### config.mk
export PLATFORM = sky130hd
export DESIGN_NAME = pid_controller_with_output_clamp_unit
export DESIGN_NICKNAME = d
export VERILOG_FILES = /design/src/rtl/pidc_pkg.sv /design/src/rtl/pidc_regs.sv /design/src/rtl/pidc_mul.sv /design/src/rtl/pidc_seq.sv /design/src/rtl/pid_controller_with_output_clamp_unit.sv
export SDC_FILE = /design/constraint.sdc
export NUM_CORES = 2
export LEC_CHECK = 0
export ABC_AREA = 1
export BUFFER_PORTS_ARGS = -buffer_cell sky130_fd_sc_hd__buf_2
export CORE_MARGIN = 1.5
export CORE_UTILIZATION = 40
export DETAILED_ROUTE_END_ITERATION = 10
export GPL_TIMING_DRIVEN = 0
export PLACE_DENSITY = 0.56
export SYNTH_ARGS = -nofsm -noshare
export SYNTH_HDL_FRONTEND = slang
export SYNTH_SLANG_ARGS = --single-unit
### constraint.sdc
create_clock -name clk -period 5.9 [get_ports clk]
set_clock_uncertainty 0.05 [all_clocks]
set_input_delay 0.59 -clock clk [delete_from_list [all_inputs] [get_ports clk]]
set_output_delay 0.59 -clock clk [all_outputs]
set_load 0.005 [all_outputs]
### src/rtl/pidc_pkg.sv
// Shared types, register indexes and reset values for the PID controller.
package pidc_pkg;

    localparam int DATA_W     = 32;
    localparam int CFG_ADDR_W = 5;

    localparam logic [2:0] REG_TOTAL_GAIN        = 3'd0;
    localparam logic [2:0] REG_PROPORTIONAL_GAIN = 3'd1;
    localparam logic [2:0] REG_INTEGRAL_GAIN     = 3'd2;
    localparam logic [2:0] REG_DERIVATIVE_GAIN   = 3'd3;
    localparam logic [2:0] REG_TIME_STEP         = 3'd4;
    localparam logic [2:0] REG_OUTPUT_GAIN       = 3'd5;
    localparam logic [2:0] REG_DRIVE_MAX         = 3'd6;
    localparam logic [2:0] REG_DRIVE_MIN         = 3'd7;

    localparam logic [31:0] RST_TOTAL_GAIN  = 32'h0001_0000;
    localparam logic [30:0] RST_TIME_STEP   = 31'h0001_0000;
    localparam logic [31:0] RST_OUTPUT_GAIN = 32'h0001_0000;
    localparam logic [31:0] RST_DRIVE_MAX   = 32'h000A_0000;
    localparam logic [31:0] RST_DRIVE_MIN   = 32'hFFF6_0000;

    typedef struct packed {
        logic [31:0] total_gain;
        logic [31:0] proportional_gain;
        logic [31:0] integral_gain;
        logic [31:0] derivative_gain;
        logic [30:0] time_step;
        logic [31:0] output_gain;
        logic [31:0] drive_max;
        logic [31:0] drive_min;
    } cfg_t;

    typedef struct packed {
        logic start;
        logic long_op;
    } mul_ctl_t;

    typedef struct packed {
        logic        valid;
        logic [31:0] drive;
        logic        clamped;
    } res_t;

    // Saturate a 34-bit signed value to 32 bits.
    function automatic logic [31:0] sat32(input logic [33:0] v);
        logic [31:0] r;
        if (v[33:31] == 3'b000 || v[33:31] == 3'b111)
        begin
            r = v[31:0];
        end
        else
        begin
            r = {v[33], {31{~v[33]}}};
        end
        return r;
    endfunction

endpackage

### src/rtl/pidc_regs.sv
// APB register file holding the controller gains, time step and drive limits.
module pidc_regs (
    input  logic                                 clk,
    input  logic                                 rst_n,
    input  logic                                 psel,
    input  logic                                 penable,
    input  logic                                 pwrite,
    input  logic [pidc_pkg::CFG_ADDR_W-1:0]      paddr,
    input  logic [pidc_pkg::DATA_W-1:0]          pwdata,
    output logic [pidc_pkg::DATA_W-1:0]          prdata,
    output pidc_pkg::cfg_t                       cfg
);

    pidc_pkg::cfg_t cfg_reg;
    logic           wr_en;
    logic [2:0]     idx;

    assign wr_en = psel && penable && pwrite;
    assign idx   = paddr[4:2];
    assign cfg   = cfg_reg;

    always_ff @(posedge clk or negedge rst_n)
    begin
        if (!rst_n)
        begin
            cfg_reg.total_gain        <= pidc_pkg::RST_TOTAL_GAIN;
            cfg_reg.proportional_gain <= '0;
            cfg_reg.integral_gain     <= '0;
            cfg_reg.derivative_gain   <= '0;
            cfg_reg.time_step         <= pidc_pkg::RST_TIME_STEP;
            cfg_reg.output_gain       <= pidc_pkg::RST_OUTPUT_GAIN;
            cfg_reg.drive_max         <= pidc_pkg::RST_DRIVE_MAX;
            cfg_reg.drive_min         <= pidc_pkg::RST_DRIVE_MIN;
        end
        else if (wr_en)
        begin
            unique case (idx)
                pidc_pkg::REG_TOTAL_GAIN:        cfg_reg.total_gain        <= pwdata;
                pidc_pkg::REG_PROPORTIONAL_GAIN: cfg_reg.proportional_gain <= pwdata;
                pidc_pkg::REG_INTEGRAL_GAIN:     cfg_reg.integral_gain     <= pwdata;
                pidc_pkg::REG_DERIVATIVE_GAIN:   cfg_reg.derivative_gain   <= pwdata;
                pidc_pkg::REG_TIME_STEP:         cfg_reg.time_step         <= pwdata[30:0];
                pidc_pkg::REG_OUTPUT_GAIN:       cfg_reg.output_gain       <= pwdata;
                pidc_pkg::REG_DRIVE_MAX:         cfg_reg.drive_max         <= pwdata;
                pidc_pkg::REG_DRIVE_MIN:         cfg_reg.drive_min         <= pwdata;
                default:                         cfg_reg.drive_min         <= cfg_reg.drive_min;
            endcase
        end
    end

    always_comb
    begin
        unique case (idx)
            pidc_pkg::REG_TOTAL_GAIN:        prdata = cfg_reg.total_gain;
            pidc_pkg::REG_PROPORTIONAL_GAIN: prdata = cfg_reg.proportional_gain;
            pidc_pkg::REG_INTEGRAL_GAIN:     prdata = cfg_reg.integral_gain;
            pidc_pkg::REG_DERIVATIVE_GAIN:   prdata = cfg_reg.derivative_gain;
            pidc_pkg::REG_TIME_STEP:         prdata = {1'b0, cfg_reg.time_step};
            pidc_pkg::REG_OUTPUT_GAIN:       prdata = cfg_reg.output_gain;
            pidc_pkg::REG_DRIVE_MAX:         prdata = cfg_reg.drive_max;
            pidc_pkg::REG_DRIVE_MIN:         prdata = cfg_reg.drive_min;
            default:                         prdata = '0;
        endcase
    end

endmodule

### src/rtl/pidc_mul.sv
// Bit-serial signed shift-add multiplier, one multiplier bit per cycle.
module pidc_mul #(
    parameter int FB = 16,
    parameter int IB = 48
) (
    input  logic                    clk,
    input  logic                    rst_n,
    input  pidc_pkg::mul_ctl_t      ctl,
    input  logic [31:0]             a,
    input  logic [IB-1:0]           b,
    output logic                    done,
    output logic [IB+32:0]          prod_sh,
    output logic [31:0]             prod_sat
);

    localparam int PW = IB + 33;
    localparam int CW = $clog2(IB);

    logic [31:0]          a_reg;
    logic [32:0]          hi_reg;
    logic [IB-1:0]        lo_reg;
    logic [CW-1:0]        cnt_reg;
    logic                 busy_reg;
    logic                 long_reg;
    logic                 done_reg;

    logic                 last;
    logic signed [33:0]   addend;
    logic signed [33:0]   acc_ext;
    logic signed [33:0]   t;
    logic signed [PW-1:0] full;
    logic signed [PW-1:0] shifted;
    logic [PW-32:0]       upper;

    assign last    = long_reg ? (cnt_reg == CW'(IB - 1)) : (cnt_reg == CW'(31));
    assign addend  = lo_reg[0] ? $signed({a_reg[31], a_reg[31], a_reg}) : 34'sd0;
    assign acc_ext = $signed({hi_reg[32], hi_reg});
    assign t       = last ? (acc_ext - addend) : (acc_ext + addend);

    assign full    = $signed({hi_reg, lo_reg});
    assign shifted = long_reg ? (full >>> FB) : (full >>> (FB + IB - 32));
    assign upper   = shifted[PW-1:31];

    always_comb
    begin
        if ((&upper) || !(|upper))
        begin
            prod_sat = shifted[31:0];
        end
        else
        begin
            prod_sat = {upper[PW-32], {31{~upper[PW-32]}}};
        end
    end

    assign prod_sh = shifted;
    assign done    = done_reg;

    always_ff @(posedge clk or negedge rst_n)
    begin
        if (!rst_n)
        begin
            busy_reg <= 1'b0;
            long_reg <= 1'b0;
            done_reg <= 1'b0;
            cnt_reg  <= '0;
        end
        else if (ctl.start)
        begin
            busy_reg <= 1'b1;
            long_reg <= ctl.long_op;
            done_reg <= 1'b0;
            cnt_reg  <= '0;
        end
        else if (busy_reg)
        begin
            cnt_reg <= cnt_reg + CW'(1);
            if (last)
            begin
                busy_reg <= 1'b0;
                done_reg <= 1'b1;
            end
        end
        else
        begin
            done_reg <= 1'b0;
        end
    end

    always_ff @(posedge clk)
    begin
        if (ctl.start)
        begin
            a_reg  <= a;
            hi_reg <= '0;
            lo_reg <= b;
        end
        else if (busy_reg)
        begin
            hi_reg <= t[33:1];
            lo_reg <= {t[0], lo_reg[IB-1:1]};
        end
    end

endmodule

### src/rtl/pidc_seq.sv
// Sequencer and datapath: error, integrator, terms, gains and output clamp.
module pidc_seq #(
    parameter int FB = 16,
    parameter int IB = 48
) (
    input  logic                    clk,
    input  logic                    rst_n,
    input  logic                    in_valid,
    output logic                    in_ready,
    input  logic [31:0]             measured,
    input  logic [31:0]             setpoint,
    input  pidc_pkg::cfg_t          cfg,
    input  logic                    out_free,
    output pidc_pkg::res_t          res,
    output pidc_pkg::mul_ctl_t      mul_ctl,
    output logic [31:0]             mul_a,
    output logic [IB-1:0]           mul_b,
    input  logic                    mul_done,
    input  logic [IB+32:0]          mul_sh,
    input  logic [31:0]             mul_sat
);

    localparam int SW = IB + 34;

    localparam logic [3:0] ST_IDLE  = 4'd0;
    localparam logic [3:0] ST_GO_TS = 4'd1;
    localparam logic [3:0] ST_W_TS  = 4'd2;
    localparam logic [3:0] ST_GO_P  = 4'd3;
    localparam logic [3:0] ST_W_P   = 4'd4;
    localparam logic [3:0] ST_GO_I  = 4'd5;
    localparam logic [3:0] ST_W_I   = 4'd6;
    localparam logic [3:0] ST_GO_D  = 4'd7;
    localparam logic [3:0] ST_W_D   = 4'd8;
    localparam logic [3:0] ST_SUM   = 4'd9;
    localparam logic [3:0] ST_GO_U  = 4'd10;
    localparam logic [3:0] ST_W_U   = 4'd11;
    localparam logic [3:0] ST_GO_V  = 4'd12;
    localparam logic [3:0] ST_W_V   = 4'd13;
    localparam logic [3:0] ST_OUT   = 4'd14;

    logic [3:0]         state_reg;
    logic [3:0]         state_next;
    logic [31:0]        err_reg;
    logic [31:0]        prev_reg;
    logic [IB-1:0]      integ_reg;
    logic [31:0]        opnd_reg;
    logic [33:0]        term_reg;
    logic [31:0]        drive_reg;
    logic               clamped_reg;

    logic [31:0]        err_in;
    logic [31:0]        diff;
    logic signed [SW-1:0] isum;
    logic [SW-IB:0]     iupper;
    logic [IB-1:0]      integ_new;
    logic [33:0]        term_add;
    logic signed [31:0] v0;
    logic signed [31:0] v1;
    logic signed [31:0] v2;
    logic               cl;

    assign err_in = pidc_pkg::sat32(34'($signed(setpoint)) - 34'($signed(measured)));
    assign diff   = pidc_pkg::sat32(34'($signed(err_reg)) - 34'($signed(prev_reg)));

    assign isum   = SW'($signed(integ_reg)) + SW'($signed(mul_sh));
    assign iupper = isum[SW-1:IB-1];

    always_comb
    begin
        if ((&iupper) || !(|iupper))
        begin
            integ_new = isum[IB-1:0];
        end
        else
        begin
            integ_new = {isum[SW-1], {(IB-1){~isum[SW-1]}}};
        end
    end

    assign term_add = term_reg + 34'($signed(mul_sat));

    always_comb
    begin
        v0 = $signed(mul_sat);
        cl = 1'b0;
        v1 = v0;
        if (v0 > $signed(cfg.drive_max))
        begin
            v1 = $signed(cfg.drive_max);
            cl = 1'b1;
        end
        v2 = v1;
        if (v1 < $signed(cfg.drive_min))
        begin
            v2 = $signed(cfg.drive_min);
            cl = 1'b1;
        end
    end

    always_comb
    begin
        mul_ctl.start   = 1'b0;
        mul_ctl.long_op = 1'b0;
        mul_a           = '0;
        mul_b           = '0;
        unique case (state_reg)
            ST_GO_TS:
            begin
                mul_ctl.start = 1'b1;
                mul_a         = err_reg;
                mul_b         = IB'({1'b0, cfg.time_step});
            end
            ST_GO_P:
            begin
                mul_ctl.start = 1'b1;
                mul_a         = cfg.proportional_gain;
                mul_b         = IB'($signed(err_reg));
            end
            ST_GO_I:
            begin
                mul_ctl.start   = 1'b1;
                mul_ctl.long_op = 1'b1;
                mul_a           = cfg.integral_gain;
                mul_b           = integ_reg;
            end
            ST_GO_D:
            begin
                mul_ctl.start = 1'b1;
                mul_a         = cfg.derivative_gain;
                mul_b         = IB'($signed(opnd_reg));
            end
            ST_GO_U:
            begin
                mul_ctl.start = 1'b1;
                mul_a         = cfg.total_gain;
                mul_b         = IB'($signed(opnd_reg));
            end
            ST_GO_V:
            begin
                mul_ctl.start = 1'b1;
                mul_a         = cfg.output_gain;
                mul_b         = IB'($signed(opnd_reg));
            end
            default:
            begin
                mul_ctl.start = 1'b0;
            end
        endcase
    end

    always_comb
    begin
        state_next = state_reg;
        unique case (state_reg)
            ST_IDLE:  if (in_valid) state_next = ST_GO_TS;
            ST_GO_TS: state_next = ST_W_TS;
            ST_W_TS:  if (mul_done) state_next = ST_GO_P;
            ST_GO_P:  state_next = ST_W_P;
            ST_W_P:   if (mul_done) state_next = ST_GO_I;
            ST_GO_I:  state_next = ST_W_I;
            ST_W_I:   if (mul_done) state_next = ST_GO_D;
            ST_GO_D:  state_next = ST_W_D;
            ST_W_D:   if (mul_done) state_next = ST_SUM;
            ST_SUM:   state_next = ST_GO_U;
            ST_GO_U:  state_next = ST_W_U;
            ST_W_U:   if (mul_done) state_next = ST_GO_V;
            ST_GO_V:  state_next = ST_W_V;
            ST_W_V:   if (mul_done) state_next = ST_OUT;
            ST_OUT:   if (out_free) state_next = ST_IDLE;
            default:  state_next = ST_IDLE;
        endcase
    end

    always_ff @(posedge clk or negedge rst_n)
    begin
        if (!rst_n)
        begin
            state_reg <= ST_IDLE;
            prev_reg  <= '0;
            integ_reg <= '0;
        end
        else
        begin
            state_reg <= state_next;
            if (state_reg == ST_W_TS && mul_done)
            begin
                integ_reg <= integ_new;
                prev_reg  <= err_reg;
            end
        end
    end

    always_ff @(posedge clk)
    begin
        if (state_reg == ST_IDLE && in_valid)
        begin
            err_reg <= err_in;
        end
        if (state_reg == ST_W_TS && mul_done)
        begin
            opnd_reg <= diff;
        end
        if (state_reg == ST_W_P && mul_done)
        begin
            term_reg <= 34'($signed(mul_sat));
        end
        if ((state_reg == ST_W_I || state_reg == ST_W_D) && mul_done)
        begin
            term_reg <= term_add;
        end
        if (state_reg == ST_SUM)
        begin
            opnd_reg <= pidc_pkg::sat32(term_reg);
        end
        if (state_reg == ST_W_U && mul_done)
        begin
            opnd_reg <= mul_sat;
        end
        if (state_reg == ST_W_V && mul_done)
        begin
            drive_reg   <= v2;
            clamped_reg <= cl;
        end
    end

    assign in_ready    = (state_reg == ST_IDLE);
    assign res.valid   = (state_reg == ST_OUT) && out_free;
    assign res.drive   = drive_reg;
    assign res.clamped = clamped_reg;

endmodule

### src/rtl/pid_controller_with_output_clamp_unit.sv
// Top level of the PID controller with clamped output: ports, result register, checks.
//
//  channel  dir  payload                                     handshake
//  s_*      in   tdata[31:0] measured, tdata[63:32] setpoint  tvalid/tready
//  m_*      out  tdata[31:0] drive, tuser clamped             tvalid/tready
//  apb      in   eight 32-bit registers at 4*index            psel/penable, pready=1
//
// Each item is worked out by six products run one after another on one bit-serial multiplier.
// Reset clears the integrator and previous error and loads the register defaults.
// A finished result waits in the output register while the next item is worked on;
// the sequencer stalls at its last step until that register is free.
module pid_controller_with_output_clamp_unit #(
    parameter int FRAC_BITS       = 16,
    parameter int INTEGRATOR_BITS = 48
) (
    input  logic        clk,
    input  logic        rst_n,
    input  logic        s_tvalid,
    output logic        s_tready,
    input  logic [63:0] s_tdata,   // measured [31:0], setpoint [63:32]
    output logic        m_tvalid,
    input  logic        m_tready,
    output logic [31:0] m_tdata,   // drive [31:0]
    output logic        m_tuser,   // clamped [0]
    input  logic        psel,
    input  logic        penable,
    input  logic        pwrite,
    input  logic [4:0]  paddr,
    input  logic [31:0] pwdata,
    output logic [31:0] prdata,
    output logic        pready
);

    pidc_pkg::cfg_t           cfg;
    pidc_pkg::res_t           res;
    pidc_pkg::mul_ctl_t       mul_ctl;
    logic [31:0]              mul_a;
    logic [INTEGRATOR_BITS-1:0] mul_b;
    logic                     mul_done;
    logic [INTEGRATOR_BITS+32:0] mul_sh;
    logic [31:0]              mul_sat;

    logic                     m_valid_reg;
    logic [31:0]              drive_reg;
    logic                     clamped_reg;
    logic                     out_free;

    assign pready   = 1'b1;
    assign out_free = !m_valid_reg || m_tready;

    pidc_regs u_regs (
        .clk     (clk),
        .rst_n   (rst_n),
        .psel    (psel),
        .penable (penable),
        .pwrite  (pwrite),
        .paddr   (paddr),
        .pwdata  (pwdata),
        .prdata  (prdata),
        .cfg     (cfg)
    );

    pidc_mul #(
        .FB (FRAC_BITS),
        .IB (INTEGRATOR_BITS)
    ) u_mul (
        .clk      (clk),
        .rst_n    (rst_n),
        .ctl      (mul_ctl),
        .a        (mul_a),
        .b        (mul_b),
        .done     (mul_done),
        .prod_sh  (mul_sh),
        .prod_sat (mul_sat)
    );

    pidc_seq #(
        .FB (FRAC_BITS),
        .IB (INTEGRATOR_BITS)
    ) u_seq (
        .clk      (clk),
        .rst_n    (rst_n),
        .in_valid (s_tvalid),
        .in_ready (s_tready),
        .measured (s_tdata[31:0]),
        .setpoint (s_tdata[63:32]),
        .cfg      (cfg),
        .out_free (out_free),
        .res      (res),
        .mul_ctl  (mul_ctl),
        .mul_a    (mul_a),
        .mul_b    (mul_b),
        .mul_done (mul_done),
        .mul_sh   (mul_sh),
        .mul_sat  (mul_sat)
    );

    always_ff @(posedge clk or negedge rst_n)
    begin
        if (!rst_n)
        begin
            m_valid_reg <= 1'b0;
        end
        else if (res.valid)
        begin
            m_valid_reg <= 1'b1;
        end
        else if (m_tready)
        begin
            m_valid_reg <= 1'b0;
        end
    end

    always_ff @(posedge clk)
    begin
        if (res.valid)
        begin
            drive_reg   <= res.drive;
            clamped_reg <= res.clamped;
        end
    end

    assign m_tvalid = m_valid_reg;
    assign m_tdata  = drive_reg;
    assign m_tuser  = clamped_reg;

`ifndef SYNTHESIS
    a_one_item_at_a_time: assert property (@(posedge clk) disable iff (!rst_n)
        s_tvalid && s_tready |=> !s_tready)
        else $error("input accepted while previous item in progress");

    a_no_overwrite: assert property (@(posedge clk) disable iff (!rst_n)
        res.valid |-> (!m_valid_reg || m_tready))
        else $error("result written over an untaken item");

    a_clamped_at_limit: assert property (@(posedge clk) disable iff (!rst_n)
        m_valid_reg && clamped_reg |->
            (drive_reg == cfg.drive_max) || (drive_reg == cfg.drive_min))
        else $error("clamped drive not at a limit");

    a_free_within_limits: assert property (@(posedge clk) disable iff (!rst_n)
        m_valid_reg && !clamped_reg |->
            ($signed(drive_reg) <= $signed(cfg.drive_max)) &&
            ($signed(drive_reg) >= $signed(cfg.drive_min)))
        else $error("unclamped drive outside limits");
`endif

endmodule

==> flow_summary.yaml <==
status:
  outcome: "finished, violations left"
  failed_checks: "max-capacitance violations, negative setup slack"
synthesis:
  syn-num-nets: 5961
  synth.top_cell.area_share: 0.1936
  synthArstFlopShare: 0.5575
  synth_edf_count: 244
  yosys-top-cells-count: "sky130_fd_sc_hd__nand2_1, sky130_fd_sc_hd__inv_1, sky130_fd_sc_hd__o21ai_0, sky130_fd_sc_hd__nor2_1, sky130_fd_sc_hd__dfrtp_1"
  post_syn_area_sq_mm: 0.04265
  post_synth_main_area_contributors: "sky130_fd_sc_hd__dfrtp_1, sky130_fd_sc_hd__edfxtp_1, sky130_fd_sc_hd__nand2_1"
  ys.warnings.count: 0
  syn_area_per_cell_sq_um: 7.632
  synth_flop_cell: "sky130_fd_sc_hd__dfrtp_1"
  synth_top_area_cell: "sky130_fd_sc_hd__dfrtp_1"
  yosys_register_bits: 626
  yosysSeqAreaShare: 0.3926
  synth_cell_types: 65
  synthesis.instances: 5588
  yosysMostFrequentCell: "sky130_fd_sc_hd__nand2_1"
route:
  avgViaCountPerCell: 5.664
  first_pass_drt_iterations: 6
  detailedRoute.firstIterationViolations: 4204
  final_antenna_net_count: 0
  wl_per_cell_um: 25.17
  total_routed_wirelength_um: 186700
  drt_drc_violations_left: 0
  vias: 42006
min_path:
  hold_path.class: "primary input to register"
  hold_path.startpoint: "m_tready"
global_routing:
  globalRoute.totalOverflow: 0
  global_route_wire_length_before_repair_um: 266000
  grt_max_degree: 101
  grt_antenna_before_repair: 6
  groute.usage.overall: 0.3357
  first_global_vias: 39648
critical_path:
  worst_ep_arrival_time_ns: 6.65
  timing.rr.start: "u_mul.long_reg"
  setup.worst_path.class: "register to register"
  worstSetupStartpoint: "u_mul.long_reg"
  type_of_element_launching_the_critical_path: "register"
  delay_contributed_by_the_slowest_stage_of_the_critical_path_ns: 0.39
  cell_with_the_largest_stage_delay_on_the_worst_path: "sky130_fd_sc_hd__dfrtp_1"
  timing.critical_path.fanout_max: 10
  endpoint_kind: "register"
  crit_path_frequent_cell: "sky130_fd_sc_hd__nand2_2"
  critPathRequiredTime_ns: 6.24
clock_network:
  clkLatencyLatePin_ns: 0.69
  clockBufferDepth: 3
  clk_pin_slew_worst_paths_ns: 0.06
  ctsHtreeMaxLevel: 3
  clock_tree.root_cell: "sky130_fd_sc_hd__clkbuf_16"
  tritoncts_num_sinks: 626
  cts_made_buffers: 77
  cts_tree: "built"
sta:
  finalSetupViolCount: 33
  post-route-worst-setup-slack_ns: -0.4176
  drv_slew: 0
  final.period_utilization: 1.071
  hold_violations: 0
  fmax_ghz: 0.1583
  tightest_slew_ns: 1.486
  time_the_worst_path_needs_with_i_o_delays_and_setup_ns: 6.318
  slew_headroom: 0.005573
  grt_setup_unrepaired: "true"
  hold_slack_ns: 0.1082
die:
  floorplan.die.height_um: 329.5
  initial_standard_cell_utilization_of_the_core: 0.4040
  die_ar_sq_mm: 0.1086
  core_area_sq_mm: 0.1056
  chipWidth_um: 329.5
  num_io_pins: 176
  fp-row-count: 119
placed_design:
  dp_area_sq_mm: 0.04550
  buffer_ports.inserted: 171
  place_worst_setup_slack_ns: -3.177
  hpwl_um: 149800
  gp_congestion: 0.9777
final_layout:
  largest_reg_flops: 255
  drive_above_1_share: 0.1280
  finalInstanceArea_sq_mm: 0.05127
  finish.utilization: 0.4857
  area_delta_synth_final_pct: 20.21
  finalNetCount: 6334
pwr:
  powerDensity_mw_per_mm2: 513.0
  power.static_leakage_nw: 22.98
  max-vdd-ir-drop_v: 0.0002843
run:
  max_cap_violations: 1
[logic make-up (layout without fill, tap and decap cells)]
logic type                 count (synthesis)  count (layout)  synth area share
and+or+nand+nor                         1972            1974            0.1860
buffers and inverters                   1009            1442           0.09241
DFF                                      626             626            0.3926
muxes                                      9               9          0.002112
other                                      1               3        0.00008793
xor gates and xnor gates                 191             191           0.03922
adders and majority gates                265             265           0.07862
AOI/OAI and AO/OA                       1515            1515            0.2089
[per-layer routing]
layer / share of wire / track usage
met2: 0.44 / 0.5277
met5: 0.000070 / 0
met3: 0.077 / 0.05763
met4: 0.073 / 0.1950
met1: 0.41 / 0.4350
[report_power, final]
part | internal, W | leakage [nW] | switching [W]
sequential | 0.00583 | 6.96 | 0.000608
clock | 0.00288 | 1.28 | 0.00210
combinational | 0.00525 | 14.7 | 0.00963
total | 0.0140 | 23.0 | 0.0123
[final cells by class]
type	instances	area, sq um
clock buffer	108	2185
timing repair buffer	294	2218
clock inverter	33	441.7
buffer	210	1207
fill	10510	54300
sequential	626	16750
antenna	2	5.005
tap	1391	1740
inverter	797	3027
multi-input combinational	3955	23700
[through the flow]
step	TNS, ns	total power [W]	instances
3_5_place_dp	-132.15	0.01795	7161
2_1_floorplan	0	0.01361	5588
3_3_place_gp	-1287.47	0.01787	7150
4_1_cts	-5.499	0.02478	7373
6_report	-12.44	0.02630	7416
5_1_grt	-18.76	0.02762	7414
[critical path, delay by kind of cell, from the launching register on]
kind | cells | cell delay [ns]
and+or+nand+nor | 21 | 2.49
buffers and inverters | 10 | 1.67
AOI/OAI and AO/OA | 5 | 0.92
adders and majority gates | 2 | 0.50
DFF | 1 | 0.39
[what timing repair did]
item | in CTS | in global routing
hold buffers | 1 | 0
endpoints found under the hold margin | 56 | 0
resized for setup | 355 | 168
pin swaps | 40 | 49
cloned | 13 | 5
buffers inserted | 57 | 39
endpoints found under the setup margin | 115 | 43
[cell usage in the layout, fill, tap and decap left out, types with 39 or more instances in the layout]
cell / synthesis / layout
sky130_fd_sc_hd__a21oi_1: 326 / 309
sky130_fd_sc_hd__a221oi_1: 54 / 54
sky130_fd_sc_hd__buf_2: 10 / 181
sky130_fd_sc_hd__buf_4: 15 / 85
sky130_fd_sc_hd__clkbuf_1: 166 / 170
sky130_fd_sc_hd__clkbuf_16: 0 / 88
sky130_fd_sc_hd__dfrtp_1: 330 / 330
sky130_fd_sc_hd__edfxtp_1: 244 / 244
sky130_fd_sc_hd__ha_1: 260 / 247
sky130_fd_sc_hd__inv_1: 791 / 776
sky130_fd_sc_hd__nand2_1: 1313 / 1243
sky130_fd_sc_hd__nand2_2: 11 / 48
sky130_fd_sc_hd__nand3_1: 155 / 101
sky130_fd_sc_hd__nand4_1: 39 / 39
sky130_fd_sc_hd__nor2_1: 363 / 345
sky130_fd_sc_hd__nor3_1: 43 / 42
sky130_fd_sc_hd__o2111ai_1: 69 / 69
sky130_fd_sc_hd__o21ai_0: 614 / 564
sky130_fd_sc_hd__o22ai_1: 147 / 147
sky130_fd_sc_hd__xnor2_1: 75 / 75
sky130_fd_sc_hd__xor2_1: 116 / 116
[worst paths after layout]
| kind | endpoint | depth (start not counted) | slack (ns) |
|---|---|---|---|
| max | u_seq.drive_reg[11] | 38 | -0.42 |
| min | m_tvalid | 2 | 0.11 |
| max reg2reg | u_seq.drive_reg[11] | 38 | -0.42 |
| min reg2reg | m_tdata[29] | 0 | 0.37 |
| max in group asynchronous | u_regs.cfg[23] | 4 | 3.91 |
| min in group asynchronous | u_seq.integ_reg[12] | 2 | 0.38 |
Note: power is estimated with default switching activity, not from simulation.
